<file path="config.mk">
export PLATFORM = sky130hd
export DESIGN_NAME = nfca_subcarrier_edge_timer_encoder_unit
export DESIGN_NICKNAME = d
export VERILOG_FILES = /design/src/design/nfca_pkg.sv /design/src/design/nfca_subcarrier_edge_timer_encoder_unit.sv /design/src/design/nfca_seq.sv /design/src/design/nfca_acc.sv /design/src/design/nfca_tick.sv
export VERILOG_INCLUDE_DIRS = /design/src /design/src/design
export SDC_FILE = /design/constraint.sdc
export NUM_CORES = 1
export LEC_CHECK = 0
export ABC_AREA = 1
export BUFFER_PORTS_ARGS = -buffer_cell sky130_fd_sc_hd__buf_2
export CAP_MARGIN = 20
export CORE_MARGIN = 2
export CORE_UTILIZATION = 25
export DETAILED_ROUTE_END_ITERATION = 8
export SYNTH_ARGS = -nofsm -noshare
export SYNTH_HDL_FRONTEND = slang
export SYNTH_SLANG_ARGS = --single-unit
</file>
<file path="constraint.sdc">
create_clock -name clk -period 9.1 [get_ports clk]
set_clock_uncertainty 0.1 [all_clocks]
set_input_delay 0.91 -clock clk [delete_from_list [all_inputs] [get_ports clk]]
set_output_delay 0.91 -clock clk [all_outputs]
set_load 0.005 [all_outputs]
</file>
<file path="src/design/assert_macros.svh">
// Assertion macros shared by the design files.
`ifndef ASSERT_MACROS_SVH
`define ASSERT_MACROS_SVH

`ifndef SYNTHESIS
`define NFCA_ASSERT(lbl, clk, rst, prop, msg) \
  lbl: assert property (@(posedge clk) disable iff (rst) prop) else $error(msg);
`define NFCA_ASSERT_ALWAYS(lbl, clk, prop, msg) \
  lbl: assert property (@(posedge clk) prop) else $error(msg);
`else
`define NFCA_ASSERT(lbl, clk, rst, prop, msg)
`define NFCA_ASSERT_ALWAYS(lbl, clk, prop, msg)
`endif

`endif

</file>
<file path="src/design/nfca_pkg.sv">
package nfca_pkg;

  localparam int RATIO_W  = 20;
  localparam int TICK_W   = 40;
  localparam int RELOAD_W = 12;
  localparam int PERIOD_W = 8;
  localparam int STEP_W   = 3;

  localparam logic [RATIO_W-1:0]  RATIO_RESET = 20'd309317;

  localparam logic [PERIOD_W-1:0] SUB_PERIODS = 8'd8;
  localparam logic [PERIOD_W-1:0] ONE_HOLD    = 8'd72;
  localparam logic [PERIOD_W-1:0] ZERO_LEAD   = 8'd64;

  localparam logic [STEP_W-1:0]   STEP_LEAD      = 3'd0;
  localparam logic [STEP_W-1:0]   STEP_FIRST_SUB = 3'd1;
  localparam logic [STEP_W-1:0]   STEP_FINAL     = 3'd7;

  localparam logic [RELOAD_W-1:0] RELOAD_MAX = 12'd4095;

  typedef struct packed {
    logic data_bit;
    logic frame_start;
    logic frame_end;
  } in_word_t;

  typedef struct packed {
    logic [RELOAD_W-1:0] reload_value;
    logic                level;
    logic                run_last;
  } out_word_t;

  typedef struct packed {
    logic                fire;
    logic                clear;
    logic [PERIOD_W-1:0] periods;
    logic                level;
    logic                last;
  } step_t;

endpackage

</file>
<file path="src/design/nfca_subcarrier_edge_timer_encoder_unit.sv">
// A bit is registered in the sequencer; each step passes the pend and out registers.
// Throughput: 7 or 8 interval words per input bit, one per cycle while nothing stalls,
//   set by the step sequencer; the next bit is taken in the cycle its predecessor
//   issues its final step. A ratio write stalls input while the shift-add rebuilds
//   the carrier-time product. Reset (rst, synchronous) empties the pipe, clears totals.
module nfca_subcarrier_edge_timer_encoder_unit #(
  parameter int RATIO_FRAC_BITS    = 16,
  parameter int CARRIER_TOTAL_BITS = 32
) (
  input  logic                         clk,
  input  logic                         rst,
  input  logic                         in_valid,
  output logic                         in_stall,
  input  nfca_pkg::in_word_t           in_data,
  output logic                         out_valid,
  input  logic                         out_stall,
  output nfca_pkg::out_word_t          out_data,
  input  logic                         cfg_we,
  input  logic [nfca_pkg::RATIO_W-1:0] cfg_data
);

  localparam int ACC_W = nfca_pkg::TICK_W + RATIO_FRAC_BITS;

  nfca_pkg::step_t  step;
  logic             go;
  logic             busy;
  logic [ACC_W-1:0] acc;

  nfca_seq u_seq (
    .clk      (clk),
    .rst      (rst),
    .in_valid (in_valid),
    .in_stall (in_stall),
    .in_data  (in_data),
    .go       (go),
    .busy     (busy),
    .step     (step)
  );

  nfca_acc #(
    .RATIO_FRAC_BITS    (RATIO_FRAC_BITS),
    .CARRIER_TOTAL_BITS (CARRIER_TOTAL_BITS)
  ) u_acc (
    .clk      (clk),
    .rst      (rst),
    .cfg_we   (cfg_we),
    .cfg_data (cfg_data),
    .step     (step),
    .busy     (busy),
    .acc      (acc)
  );

  nfca_tick #(
    .RATIO_FRAC_BITS (RATIO_FRAC_BITS)
  ) u_tick (
    .clk       (clk),
    .rst       (rst),
    .step      (step),
    .acc       (acc),
    .go        (go),
    .out_valid (out_valid),
    .out_stall (out_stall),
    .out_data  (out_data)
  );

endmodule

</file>
<file path="src/design/nfca_seq.sv">
`include "assert_macros.svh"

module nfca_seq (
  input  logic               clk,
  input  logic               rst,
  input  logic               in_valid,
  output logic               in_stall,
  input  nfca_pkg::in_word_t in_data,
  input  logic               go,
  input  logic               busy,
  output nfca_pkg::step_t    step
);

  logic                        item_valid;
  nfca_pkg::in_word_t          item;
  logic                        fresh;
  logic [nfca_pkg::STEP_W-1:0] step_q;
  logic                        held_valid;
  logic                        held_one;

  logic                          hv_e;
  logic [nfca_pkg::STEP_W-1:0]   cur_step;
  logic                          fire;
  logic                          done;
  logic                          load;
  logic [nfca_pkg::PERIOD_W-1:0] held_len;

  always_comb begin
    hv_e     = held_valid && !item.frame_start;
    cur_step = fresh ? ((item.data_bit && !hv_e) ? nfca_pkg::STEP_FIRST_SUB
                                                 : nfca_pkg::STEP_LEAD)
                     : step_q;
    fire     = item_valid && go && !busy;
    done     = fire && (cur_step == nfca_pkg::STEP_FINAL);
    held_len = held_one ? nfca_pkg::ONE_HOLD : nfca_pkg::SUB_PERIODS;

    step.fire  = fire;
    step.clear = fresh && item.frame_start;
    step.last  = (cur_step == nfca_pkg::STEP_FINAL);
    if (cur_step == nfca_pkg::STEP_LEAD) begin
      step.level   = 1'b0;
      step.periods = item.data_bit ? held_len
                                   : nfca_pkg::ZERO_LEAD + (hv_e ? held_len : '0);
    end else begin
      step.level   = cur_step[0];
      step.periods = nfca_pkg::SUB_PERIODS;
    end

    in_stall = busy || (item_valid && !done);
    load     = in_valid && !in_stall;
  end

  always_ff @(posedge clk) begin
    if (rst) begin
      item_valid <= 1'b0;
      fresh      <= 1'b0;
      step_q     <= '0;
      held_valid <= 1'b0;
      held_one   <= 1'b0;
    end else begin
      if (done) begin
        held_valid <= !item.frame_end;
        held_one   <= item.data_bit;
      end
      if (fire) begin
        step_q <= cur_step + 1'b1;
      end
      if (load) begin
        item_valid <= 1'b1;
        fresh      <= 1'b1;
      end else if (done) begin
        item_valid <= 1'b0;
        fresh      <= 1'b0;
      end else if (fire) begin
        fresh <= 1'b0;
      end
    end
  end

  always_ff @(posedge clk) begin
    if (load) begin
      item <= in_data;
    end
  end

  `NFCA_ASSERT(a_next_fresh, clk, rst, done |=> (!item_valid || fresh), "word left stale")
  `NFCA_ASSERT(a_no_fire_busy, clk, rst, busy |-> !fire, "step fired during product rebuild")

endmodule

</file>
<file path="src/design/nfca_acc.sv">
`include "assert_macros.svh"

module nfca_acc #(
  parameter int RATIO_FRAC_BITS    = 16,
  parameter int CARRIER_TOTAL_BITS = 32,
  localparam int ACC_W = nfca_pkg::TICK_W + RATIO_FRAC_BITS
) (
  input  logic                         clk,
  input  logic                         rst,
  input  logic                         cfg_we,
  input  logic [nfca_pkg::RATIO_W-1:0] cfg_data,
  input  nfca_pkg::step_t              step,
  output logic                         busy,
  output logic [ACC_W-1:0]             acc
);

  localparam int C      = CARRIER_TOTAL_BITS;
  localparam int IW     = $clog2(C);
  localparam int PROD_W = nfca_pkg::PERIOD_W + nfca_pkg::RATIO_W;
  localparam int WIDE_W = nfca_pkg::RATIO_W + C + ACC_W;

  logic [nfca_pkg::RATIO_W-1:0] ratio;
  logic [C-1:0]                 carrier;
  logic [IW-1:0]                idx;

  logic [C-1:0]      c_base;
  logic [ACC_W-1:0]  acc_base;
  logic [C:0]        c_sum;
  logic [PROD_W-1:0] prod;
  logic [WIDE_W-1:0] wrap_full;
  logic [ACC_W-1:0]  wrap_term;
  logic [ACC_W-1:0]  acc_step;
  logic [ACC_W-1:0]  acc_shift;

  always_comb begin
    c_base    = step.clear ? '0 : carrier;
    acc_base  = step.clear ? '0 : acc;
    c_sum     = {1'b0, c_base} + (C+1)'(step.periods);
    prod      = step.periods * ratio;
    wrap_full = {{ACC_W{1'b0}}, ratio, {C{1'b0}}};
    wrap_term = wrap_full[ACC_W-1:0];
    acc_step  = acc_base + ACC_W'(prod) - (c_sum[C] ? wrap_term : '0);
    acc_shift = {acc[ACC_W-2:0], 1'b0} + (carrier[idx] ? ACC_W'(ratio) : '0);
  end

  always_ff @(posedge clk) begin
    if (rst) begin
      ratio   <= nfca_pkg::RATIO_RESET;
      carrier <= '0;
      acc     <= '0;
      busy    <= 1'b0;
      idx     <= '0;
    end else if (cfg_we) begin
      ratio <= cfg_data;
      busy  <= 1'b1;
      acc   <= '0;
      idx   <= IW'(C - 1);
    end else if (busy) begin
      acc <= acc_shift;
      idx <= idx - 1'b1;
      if (idx == '0) begin
        busy <= 1'b0;
      end
    end else if (step.fire) begin
      carrier <= c_sum[C-1:0];
      acc     <= acc_step;
    end
  end

  `NFCA_ASSERT(a_rebuild_len, clk, rst, (busy && idx == '0 && !cfg_we) |=> !busy, "rebuild did not end")

endmodule

</file>
<file path="src/design/nfca_tick.sv">
`include "assert_macros.svh"

module nfca_tick #(
  parameter int RATIO_FRAC_BITS = 16,
  localparam int ACC_W = nfca_pkg::TICK_W + RATIO_FRAC_BITS
) (
  input  logic                clk,
  input  logic                rst,
  input  nfca_pkg::step_t     step,
  input  logic [ACC_W-1:0]    acc,
  output logic                go,
  output logic                out_valid,
  input  logic                out_stall,
  output nfca_pkg::out_word_t out_data
);

  localparam int TW = nfca_pkg::TICK_W;
  localparam logic [ACC_W-1:0] HALF = {{(ACC_W-1){1'b0}}, 1'b1} << (RATIO_FRAC_BITS - 1);

  logic          pend_valid;
  logic          pend_level;
  logic          pend_last;
  logic          pend_clear;
  logic [TW-1:0] tick;

  logic                          take;
  logic [ACC_W-1:0]              acc_round;
  logic [TW-1:0]                 target;
  logic [TW-1:0]                 diff;
  logic [TW-1:0]                 diff_m1;
  logic [nfca_pkg::RELOAD_W-1:0] reload;

  always_comb begin
    take      = !out_valid || !out_stall;
    go        = !pend_valid || take;
    acc_round = acc + HALF;
    target    = acc_round[ACC_W-1:RATIO_FRAC_BITS];
    diff      = target - (pend_clear ? '0 : tick);
    diff_m1   = diff - 1'b1;
    if (diff == '0) begin
      reload = '0;
    end else if (diff_m1 > TW'(nfca_pkg::RELOAD_MAX)) begin
      reload = nfca_pkg::RELOAD_MAX;
    end else begin
      reload = diff_m1[nfca_pkg::RELOAD_W-1:0];
    end
  end

  always_ff @(posedge clk) begin
    if (rst) begin
      pend_valid <= 1'b0;
      out_valid  <= 1'b0;
      tick       <= '0;
    end else begin
      if (go) begin
        pend_valid <= step.fire;
      end
      if (take) begin
        out_valid <= pend_valid;
      end
      if (take && pend_valid) begin
        tick <= target;
      end
    end
  end

  always_ff @(posedge clk) begin
    if (go && step.fire) begin
      pend_level <= step.level;
      pend_last  <= step.last;
      pend_clear <= step.clear;
    end
    if (take && pend_valid) begin
      out_data.reload_value <= reload;
      out_data.level        <= pend_level;
      out_data.run_last     <= pend_last;
    end
  end

  `NFCA_ASSERT(a_fire_has_room, clk, rst, step.fire |-> go, "step fired into a full stage")
  `NFCA_ASSERT(a_pend_kept, clk, rst, (pend_valid && !take) |=> pend_valid, "pending word lost")

endmodule

</file>
==> summary.md <==
| Metric | Value |
|---|---|
| Chip Width | `300 um` |
| Pin count of the biggest net entering global routing | `65` |
| Status | `finished, final reports clean` |
| Die height | `~300 um` |
| Maximum fanout along the worst path | `18` |
| Worst Hold Class | `register to register` |
| Initial antenna violation count | `2` |
| Die Footprint | `around 90000 um2` |
| Period utilisation layout | `0.802` |
| Syn-to-layout area delta | `9.74%` |
| First-pass GRT wire length | `119 mm` |
| Post-route DRC | `0` |
| Area after DPL | `~23000 um2` |
| # H-tree levels | `4` |
| Highest clock rate | `137 MHz` |
| Setup CP Type | `register to register` |
| Number of synthesized flops with an enable pin | `20` |
| Clock transition at path regs | `approximately 0.10 ns` |
| Setup TNS | `0 ns` |
| Crit-path slowest cell | `o21ai_0` |
| Share of layout cells above drive strength 1 | `0.0639` |
| DRT iter0 DRCs | `roughly 1800` |
| WP data arrival | `~7.7 ns` |
| Ys Warns | `0` |
| Main synth FF type | `dfxtp_1` |
| Fin area | `around 24000 um2` |
| Initial core utilization | `0.252` |
| Mapped Area | `between 20000 and 25000 um2` |
| Min cycle time layout | `between 7 and 8 ns` |
| Top-area cell type share of the netlist area | `0.146` |
| Max Cap Viol | `0` |
| Clk root buf | `clkbuf_16` |
| Post-CTS repair timing setup buffer count | `0` |
| Global Route Usage Sum | `0.167` |
| Peak supply drop | `about 0.17 mV` |
| TritonCTS clock tree | `done` |
| I/O Buffers | `43` |
| Post-DP HPWL | `60.2 mm` |
| Seq/Total Area, Yosys | `0.174` |
| Vias in the first global route | `21491` |
| Mapped Cells | `3609` |
| Hold depth | `0` |
| Core area | `86800 um2` |
| P_leak | `around 0.012 uW` |
| Cts bufs inserted | `17` |
| R2R setup slack | `between 1.5 and 2 ns` |
| Worst Setup End Kind | `register` |
| I/O pins | `44` |
| Total congestion overflow | `0` |
| Synth Area in Compound Gates | `0.164` |
| Startpoint Class | `register` |
| RSZ-0062 raised after global routing | `false` |
| Drt pass-1 iters | `5` |
| Via density | `roughly 4.7` |
| Simple-gate share of the synthesized area | `0.330` |
| Hold_buf cts | `0` |
| Slew headroom | `0.330` |
| DR WL/cell | `between 15 and 20 um` |
| Count leader, synth | `nand2_1` |
| WHS Endpoint | `u_tick.out_data[0]` |
| Final Max Slew Viols | `0` |
| Library cells used by synthesis | `66` |
| Clock Latency Late Sink | `0.52 ns` |
| Antenna-violating nets left | `0` |
| Tightest Pin Transition | `around 1.0 ns` |
| Mean post-synth cell area | `just over 6 um2` |
| Post-Syn Nets | `3895` |
| Req. time, crit path | `around 9.5 ns` |
| Post-CTS Resized | `0` |
| Pwr Density | `between 200 and 250 nW/um2` |
| Nets | `just under 4000` |
| Final Hold Viols | `0` |
| XOR/XNOR Fraction of Synth Area | `0.0368` |
| Cell count of the worst reg-to-reg path | `31` |
| Synth top area cells | `dfxtp_1 (15%), nand2_1 (14%), ha_1 (12%), inv_1 (11%), nor2_1 (7.6%)` |
| Adder-cell share of the synthesized area | `0.162` |
| Flops & latches, synth | `between 150 and 200` |
| Largest area contributor in the netlist | `dfxtp_1` |
| Slowest cell delay on critical path | `0.67 ns` |
| HP Start | `u_tick.pend_last` |
| CTS sink count | `180` |
| Maximum clock path buffer count | `2` |
| Synth top cells by count | `nand2_1 (819), inv_1 (668), nor2_1 (442)` |
| R2r startpoint | `u_seq.item[1]` |
| Rows | `108` |
| Mux cell area share after synthesis | `0` |
| Largest family of logic cells by synthesized area | `simple AND/OR/NAND/NOR gates` |
| GPL Wtd Cong | `between 0.9 and 1` |
| DRT Wirelength | `about 75 mm` |
| Ys async rst share | `0` |
| Reg2reg end | `u_acc.acc[51]` |
| Via Count | `22480` |
| Endpoints failing setup | `0` |
[sequential cells by signal (all words and copies together) (netlist names)]
register and cells:
u_tick.out_valid 1, u_seq.fresh 1, u_seq.item 3, u_seq.step_q 3, u_acc.idx 5, u_acc.acc 56, u_seq.item_valid 1, u_acc.busy 1
u_tick.pend_clear 1, u_seq.held_valid 1, u_tick.pend_valid 1, u_seq.held_one 1, u_tick.pend_last 1, u_acc.ratio 20, u_tick.out_data 14, u_tick.tick 40
u_acc.carrier 29, u_tick.pend_level 1
[metrics by stage]
stage	setup WS [ns]	utilization	total power [uW]	std cells	hold WS [ns]
2_1_floorplan	3.04	-	3220	3609	0.299
3_3_place_gp	2.08	0.269	3970	4739	0.308
3_5_place_dp	1.90	0.269	3990	4739	0.308
4_1_cts	1.87	0.277	4840	4771	0.333
5_1_grt	1.30	0.277	5330	4772	0.356
6_report	1.80	0.277	4850	4772	0.330
[area by class of cell]
type	instances	area (um2)
fill	9894	62800
multi-input combinational	2656	15200
sequential	180	3800
inverter	687	2580
tap	1155	1450
clock buffer	17	425
timing repair buffer	61	350
clock inverter	15	214
antenna	1	2.50
[power breakdown]
part	leakage, uW	switching (uW)	internal (uW)	total, uW
clock network	0.000304	448	381	829
logic	0.0101	2120	984	3100
registers	0.00149	66.9	849	916
total	0.0119	2630	2210	4850
[critical path: cells and delay by family (launching register included)]
kind	cells	cell delay (ns)
AOI/OAI and AO/OA	10	2.81
and+or+nand+nor	9	0.98
adders and majority gates	7	2.39
DFF	1	0.40
buffers and inverters	5	0.57
[cells in the final DEF, fill, tap and decap left out, types with 16 or more instances in the layout]
master / synthesis / layout
dfxtp_1: 160 / 159
clkbuf_16: 0 / 17
nand3_1: 158 / 158
fa_1: 42 / 42
ha_1: 216 / 216
nor4_1: 28 / 27
xor2_1: 76 / 76
nor2_1: 442 / 439
a21oi_1: 261 / 261
nand4_1: 43 / 43
nand3_2: 19 / 19
buf_2: 3 / 43
xnor2_1: 16 / 16
nor3_1: 46 / 45
nand2_2: 36 / 37
a31oi_1: 43 / 43
nor2_2: 23 / 25
o21ai_0: 236 / 236
inv_1: 668 / 668
edfxtp_1: 20 / 20
nand2_1: 819 / 818
buf_4: 0 / 18
[metal layers]
| metal | part of all wire | vias to the layer above | track usage | wire (um) |
|---|---|---|---|---|
| met5 | 0 | - | 0 | 0 |
| li1 | - | 11552 | - | - |
| met2 | 0.44 | 560 | 0.268 | 33000 |
| met4 | 0.028 | 0 | 0.0583 | 2110 |
| met1 | 0.48 | 10283 | 0.230 | 36100 |
| met3 | 0.050 | 85 | 0.0237 | 3760 |
[cell families after synthesis]
logic type,count (synthesis)
buffers and inverters,773
AO/OA/AOI/OAI,644
adder cells (fa/ha/maj),258
XOR/XNOR,92
flip-flops,180
AND/OR/NAND/NOR,1662
[worst max path at each step]
| stage | start | to | slack [ns] | cells after the start |
|---|---|---|---|---|
| CTS | u_seq.item[1] | u_acc.acc[51] | 1.87 | 31 |
| floorplan | u_seq.item[1] | u_acc.acc[40] | 3.04 | 30 |
| global placement | u_seq.item[1] | u_acc.acc[51] | 2.08 | 31 |
| finish | u_seq.item[1] | u_acc.acc[51] | 1.80 | 31 |
| global route | u_seq.item[1] | u_acc.acc[51] | 1.30 | 31 |
| detailed placement | u_seq.item[1] | u_acc.acc[51] | 1.90 | 31 |
(Power assumes the default switching activity.)
